[src/rtl/assert_macros.svh]
// Assertion helpers used by the top-level RTL file.
`ifndef ASSERT_MACROS_SVH
`define ASSERT_MACROS_SVH

// Concurrent assertion on an explicit clock and active-low reset.
`define ASSERT_CLK_RST(label, clk, rst_n, prop, msg) \
  label: assert property (@(posedge clk) disable iff (!rst_n) (prop)) else $error(msg);

// Concurrent assertion on the usual clk_i and rst_ni of the enclosing module.
`define ASSERT_STD(label, prop, msg) \
  `ASSERT_CLK_RST(label, clk_i, rst_ni, prop, msg)

`endif

[src/rtl/mtrdf_pkg.sv]
package mtrdf_pkg;

  localparam int unsigned MAX_RULES = 256;

  localparam int unsigned TYPE_W = 16;
  localparam int unsigned LEN_W  = 16;
  localparam int unsigned DIV_W  = 8;
  localparam int unsigned OP_W   = 2;

  // Rule count can hold MAX_RULES itself.
  localparam int unsigned CNT_W = $clog2(MAX_RULES + 1);

  // The rule cells are scanned one segment per cycle.
  localparam int unsigned SEG_CELLS = (MAX_RULES < 32) ? MAX_RULES : 32;
  localparam int unsigned NUM_SEGS  = (MAX_RULES + SEG_CELLS - 1) / SEG_CELLS;
  localparam int unsigned SEG_W     = (NUM_SEGS > 1) ? $clog2(NUM_SEGS) : 1;

  localparam logic [LEN_W-1:0] MIN_FRAME_BYTES = LEN_W'(6);
  localparam logic [DIV_W-1:0] COUNTER_STEP    = DIV_W'(1);

  typedef enum logic [OP_W-1:0] {
    OP_JUDGE  = 2'd0,
    OP_APPEND = 2'd1,
    OP_CLEAR  = 2'd2,
    OP_NONE   = 2'd3
  } opcode_e;

  // Handed from one cell to the next during a scan.
  typedef struct packed {
    logic found;
    logic pass;
  } link_t;

  // Per-cell control from the sequencer.
  typedef struct packed {
    logic wr;
    logic act;
  } cell_ctrl_t;

endpackage

[src/rtl/mtrdf_cell.sv]
module mtrdf_cell import mtrdf_pkg::*; (
  input  logic              clk_i,
  input  cell_ctrl_t        ctrl_i,
  input  logic [TYPE_W-1:0] wr_type_i,
  input  logic [DIV_W-1:0]  wr_div_i,
  input  logic [TYPE_W-1:0] key_i,
  input  link_t             link_i,
  output link_t             link_o,
  output logic              hit_o
);

  logic [TYPE_W-1:0] type_q;
  logic [DIV_W-1:0]  div_q;
  logic [DIV_W-1:0]  cnt_q;
  logic [DIV_W-1:0]  cnt_inc;
  logic              reach;
  logic              hit;

  // Only the first matching cell of the chain claims the message.
  assign hit     = ctrl_i.act && !link_i.found && (type_q == key_i);
  assign cnt_inc = cnt_q + COUNTER_STEP;
  assign reach   = (cnt_inc >= div_q);

  assign link_o.found = link_i.found | hit;
  assign link_o.pass  = hit ? ((div_q != '0) && reach) : link_i.pass;
  assign hit_o        = hit;

  always_ff @(posedge clk_i) begin
    if (ctrl_i.wr) begin
      type_q <= wr_type_i;
      div_q  <= wr_div_i;
      cnt_q  <= '0;
    end else if (hit && (div_q != '0)) begin
      cnt_q <= reach ? '0 : cnt_inc;
    end
  end

endmodule

[config.mk]
export PLATFORM = sky130hd
export DESIGN_NAME = mtrdf_cell
export DESIGN_NICKNAME = d
export VERILOG_FILES = /design/src/rtl/assert_macros.svh /design/src/rtl/mtrdf_pkg.sv /design/src/rtl/mtrdf_cell.sv
export SDC_FILE = /design/constraint.sdc
export NUM_CORES = 1
export LEC_CHECK = 0
export BUFFER_PORTS_ARGS = -buffer_cell sky130_fd_sc_hd__buf_2
export CAP_MARGIN = 10
export CORE_MARGIN = 2
export CORE_UTILIZATION = 40
export DETAILED_ROUTE_END_ITERATION = 7
export GPL_ROUTABILITY_DRIVEN = 0
export GPL_TIMING_DRIVEN = 0
export MAX_ROUTING_LAYER = met4
export PLACE_DENSITY = 0.77
export SETUP_SLACK_MARGIN = 0.1
export SLEW_MARGIN = 20
export SYNTH_ARGS = -nofsm -noshare
export SYNTH_HDL_FRONTEND = slang
export SYNTH_SLANG_ARGS = --single-unit
[constraint.sdc]
create_clock -name clk_i -period 2.3 [get_ports clk_i]
set_clock_uncertainty 0.05 [all_clocks]
set_input_delay 0.46 -clock clk_i [delete_from_list [all_inputs] [get_ports clk_i]]
set_output_delay 0.46 -clock clk_i [all_outputs]
set_load 0.1 [all_outputs]
# Word level (Yosys, flattened, before mapping)
# Cells that the tools add are included.
[op_classes] n_addsub=1 n_lt_le_gt_ge=1 eq_ne=1 muxes=2 n_bitwise=1 n_reduce_logical=6
[ops] op="$eq A16 B16 Y1" n=1
[ops] op="$add A8 B1 Y8 const B" n=1
[ops] op="$ge A8 B8 Y1" n=1
[ops] op="$mux W8" n=1
[ops] op="$reduce_bool A8 Y1" n=1
[ops] op="$logic_and A1 B1 Y1" n=4
[ops] op="$logic_not A1 Y1" n=1
[ops] op="$mux W1" n=1
[ops] op="$or A1 B1 Y1" n=1
[word_totals] register_bits=32 inputBits=45 output_inout_bits=3 elab_cells=15

# Logic depth before layout (Yosys ltp)
[depth] ltp_word=4 mapped_depth=10 mapped_depth_nobuf=10

# Least setup slack after synthesis
# OpenSTA, ideal clock, no wires.
[synth_timing] path_type="input to output" from="input port key_i[8]" to="output port link_o[0] (netlist name)" arrival_time_ps=5282 required_time_ps=1790 slack_ps=-3492 cell_stages=5 path_buffers=0 cell_sequence="xor2_1 > nor4_4 > nand4_4 > nor3_1 > o21ai_0"
[synth_rtl] element="start: declaration" line="mtrdf_cell.sv:6" text="input logic [TYPE_W-1:0] key_i,"
[synth_rtl] element="end: declaration" line="mtrdf_cell.sv:8" text="output link_t link_o,"

==> results.md <==
Floorplanning:
- In this run the vertical extent of the chip is 68.55 µm.
- The area of the die is 0.004699 mm².
- The number of rows created at floorplan is 23.
- 48 I/O pins were placed.
- The die boundary width is 68.55 µm.
- The initial cell density of the core is 41.66%.
- The area of the core region is between 0.004 and 0.005 mm².

CTS:
- The maximum level of the CTS H-tree is 2.
- The maximum count of clock buffers along a single path is 2.
- The number of sinks on the clock net is 32.
- The clock tree root buffer cell is sky130_fd_sc_hd__clkbuf_8.
- The clock insertion delay at the later pin of the skew report is 0.28 ns.
- Buffers inserted to repair hold after CTS numbered 0.
- TritonCTS built the clock tree.
- Clock-pin slew was measured on the worst setup and hold paths at 0.07 ns.
- The CTS buffer count is 5.

Synth:
- The number of distinct library cell variants in the gate-level netlist after synthesis is 34.
- The number of nets in the synthesized netlist is 200.
- Each instance of the synthesized netlist takes up on average 11.42 µm².
- The xor/xnor share of the synthesized area is 11.56%.
- The compound-gate portion of the synthesized area is 8.183%.
- For this run, the register share of the synthesized area comes to between 50% and 60%.
- The number of cells produced by synthesis is 146.
- Summing the areas of all and, or, nand and nor instances in the mapped netlist gives 18.09% of the synthesized area.
- The mapped cell area is 0.001667 mm².
- For this run, the number of Yosys warnings is 0.
- After synthesis the netlist holds a flip-flop and latch count of 32.
- After synthesis, the largest family of logic cells by area is simple AND/OR/NAND/NOR gates.
- The share of synthesized area spent on multiplexers is 0%.
- The share of synthesized cell area in full adder, half adder and majority cells is 6.757%.

Min path:
- The worst hold path terminates at type_q[9].
- The startpoint identified for the worst hold timing path is wr_type_i[9].
- Counting instances, the worst hold path has a depth of 1.
- The worst hold path belongs to the class input pin to flop.

Cells and area:
- The count of cells in the finished layout, fillers not included, comes to around 270.
- The final-stage net count is 271.
- The number of antenna diodes is 0.
- Cells with a size suffix above 1 make up approximately 50% of the layout.
- The area growth from synthesis to layout is 47.07%.
- The commonest non-fill, non-tap cell in the layout is sky130_fd_sc_hd__buf_2.
- The post-layout instance area is approximately 0.0025 mm².
- Leaving out fill and tap cells, the most frequent cells in the layout are sky130_fd_sc_hd__buf_2, sky130_fd_sc_hd__edfxtp_1, sky130_fd_sc_hd__buf_4, sky130_fd_sc_hd__xnor2_1, sky130_fd_sc_hd__nand4_1.

Timing:
- Setup repair after global routing could not meet its margin everywhere.
- The final-report hold violation count came to 0.
- For the finished layout, the period the worst path requires is 2.843 ns.
- The worst-case setup margin in the final layout is -0.5430 ns.
- In the finished design, the share of the clock period the worst path needs comes to 123.6%.
- The final worst hold slack is 0.2995 ns.
- The count of final setup violators is 4.
- The relative max-transition margin is 65.01%.
- The number of pins with negative max-slew slack in the final report is 0.
- The highest attainable clock frequency is 0.3517 GHz.
- For the pin with the worst max-slew slack, the measured transition is 0.5249 ns.

Route:
- The count of unresolved DRC violations after routing is 0.
- Dividing the detail-routed via count by the number of cells gives roughly 5.2.
- For this block, the routed nets add up to 3.684 mm of wire.
- Before antenna repair, the detailed router went through 4 iterations.
- The post-detailed-route wirelength per cell is between 10 and 15 µm.
- The detailed router's first-iteration violation count is 62.
- The remaining number of nets flagged by the antenna check after routing is 0.
- For this block, the via count after detailed routing is 1395.

Global routing:
- The remaining global-route overflow is 0.
- The global-route wire length before repair is about 5.6 mm.
- Entering global routing, the biggest net connects 26 pins.
- The number of antenna violations at the first check in global routing is 0.
- The total global-route track usage is between 10% and 20%.
- The via count of the first global-routing pass is 1379.

Setup path:
- The kind of critical path is flop to primary output.
- The worst reg-to-reg path cell count is 10.
- STA classifies the critical path endpoint as a primary output.
- For the worst setup path, the data arrival time is 2.33 ns.
- The sort of element at the start of the critical path is a flop.
- The reg-to-reg endpoint is cnt_q[0].
- Of all nets on the critical path, the largest fanout is 5.
- The launch instance of the worst register-to-register path is cnt_q[1].
- The setup slack of the most critical reg-to-reg path is -0.13 ns.
- At the worst endpoint, the required time is 1.79 ns.
- The launching instance or port of the critical path is cnt_q[1].

Pwr:
- The design draws 1.313 mW.
- The power density relative to cell area is 535.6 mW/mm².
- For this design the static power due to leakage is 1.007 nW.
- The worst-case IR drop observed on VDD is ~0.51 mV.

Placed design:
- The detailed placer's ending HPWL is 2.312 mm.
- The number of cells in the design after placement is 243.
- The area after detailed placement is 0.002042 mm².
- The count of buffers added on input and output ports is 47.

Run status:
- The final reports fail on setup timing.
- The flow ran to the end, but the final reports show violations.

Flow run:
- Max-cap violations in this run came to 0.
==> how the worst max path moves through the flow <==
stage               slack [ns]        end  cells after the start
detailed placement       -0.59  link_o[0]                     11
finish                   -0.54  link_o[0]                     10
CTS                      -0.51  link_o[0]                     11
global placement         -0.56  link_o[0]                     11
floorplan                -0.71  link_o[1]                      5
global route             -0.68  link_o[0]                     10
==> kinds of logic (layout without fill, tap and decap cells) <==
family / Yosys count / after routing
AO/OA/AOI/OAI: 25 / 26
XOR/XNOR: 22 / 22
adder cells (fa/ha/maj): 9 / 9
buffers and inverters: 11 / 82
flip-flops: 32 / 32
AND/OR/NAND/NOR: 47 / 47
==> where the power goes <==
part           switching (mW)  internal, mW  total [mW]
combinational           0.112        0.0969       0.209
sequential             0.0268         0.662       0.689
clock                   0.206         0.208       0.415
total                   0.345         0.967        1.31
==> stage by stage <==
stage / util (%) / setup WS, ns / setup TNS, ns
final: 61.28 / -0.5430 / -1.154
after global routing: 61.28 / -0.6764 / -1.918
after floorplan: - / -0.7102 / -1.593
after CTS: 57.02 / -0.5084 / -2.601
after global placement: 51.05 / -0.5642 / -2.600
after detailed placement: 51.05 / -0.5941 / -2.635
==> worst max-delay path, cell delays in order, from the launching register on <==
cell and delay (ns):
sky130_fd_sc_hd__dfxtp_4 0.38, sky130_fd_sc_hd__nand3_4 0.12, sky130_fd_sc_hd__nor3_4 0.22, sky130_fd_sc_hd__xor2_2 0.12
sky130_fd_sc_hd__ha_4 0.30, sky130_fd_sc_hd__nand2_4 0.06, sky130_fd_sc_hd__nor3_4 0.20, sky130_fd_sc_hd__a21o_1 0.19
sky130_fd_sc_hd__nand4_1 0.15, sky130_fd_sc_hd__o21ai_4 0.11, sky130_fd_sc_hd__buf_12 0.19
==> Yosys cell counts, drive strengths merged <==
cell type,number,area (µm²)
nand4,11,83.83
and3,1,6.260
nor2b,2,12.51
or4,1,7.510
buf,2,8.750
inv,8,30.03
nor2,7,26.28
nand3,5,30.03
o21ai,11,55.05
nor3b,1,7.510
o31ai,1,7.510
nor4,3,33.78
a211oi,1,7.510
edfxtp,24,720.7
and4,3,27.53
nand3b,1,7.510
a31oi,3,18.77
ha,9,112.6
a21oi,8,40.04
nor3,5,30.03
or2,1,6.260
a21o,1,7.510
dfxtp,8,160.2
xor2,11,96.34
nand2,6,22.52
xnor2,11,96.34
clkbuf,1,3.750
==> area by class of cell <==
| type | instances | area, µm² |
|---|---|---|
| clock buffer | 5 | 68.82 |
| buffer | 3 | 12.51 |
| multi-input combinational | 104 | 953.4 |
| timing repair buffer | 63 | 400.4 |
| sequential | 32 | 904.6 |
| fill | 291 | 1549 |
| inverter | 8 | 30.03 |
| clock inverter | 3 | 18.77 |
| tap | 50 | 62.56 |
==> layer usage <==
metal	part of all wire [%]	vias to the layer above	GRT usage, %
met4	2.1	0	5.000
met1	39	638	19.22
met3	5.7	10	3.409
li1	-	682	-
met2	54	65	28.37
met5	0	-	-
==> timing repair <==
item,4_1_cts,5_1_grt
cloned,0,1
endpoints found under the setup margin,11,11
resized for setup,26,17
pin swaps,11,20
setup buffers,8,8
==> registers in the layout, indices dropped and copies added (netlist names) <==
register / count
cnt_q: 8
type_q: 16
div_q: 8
(Power assumes the default switching activity.)
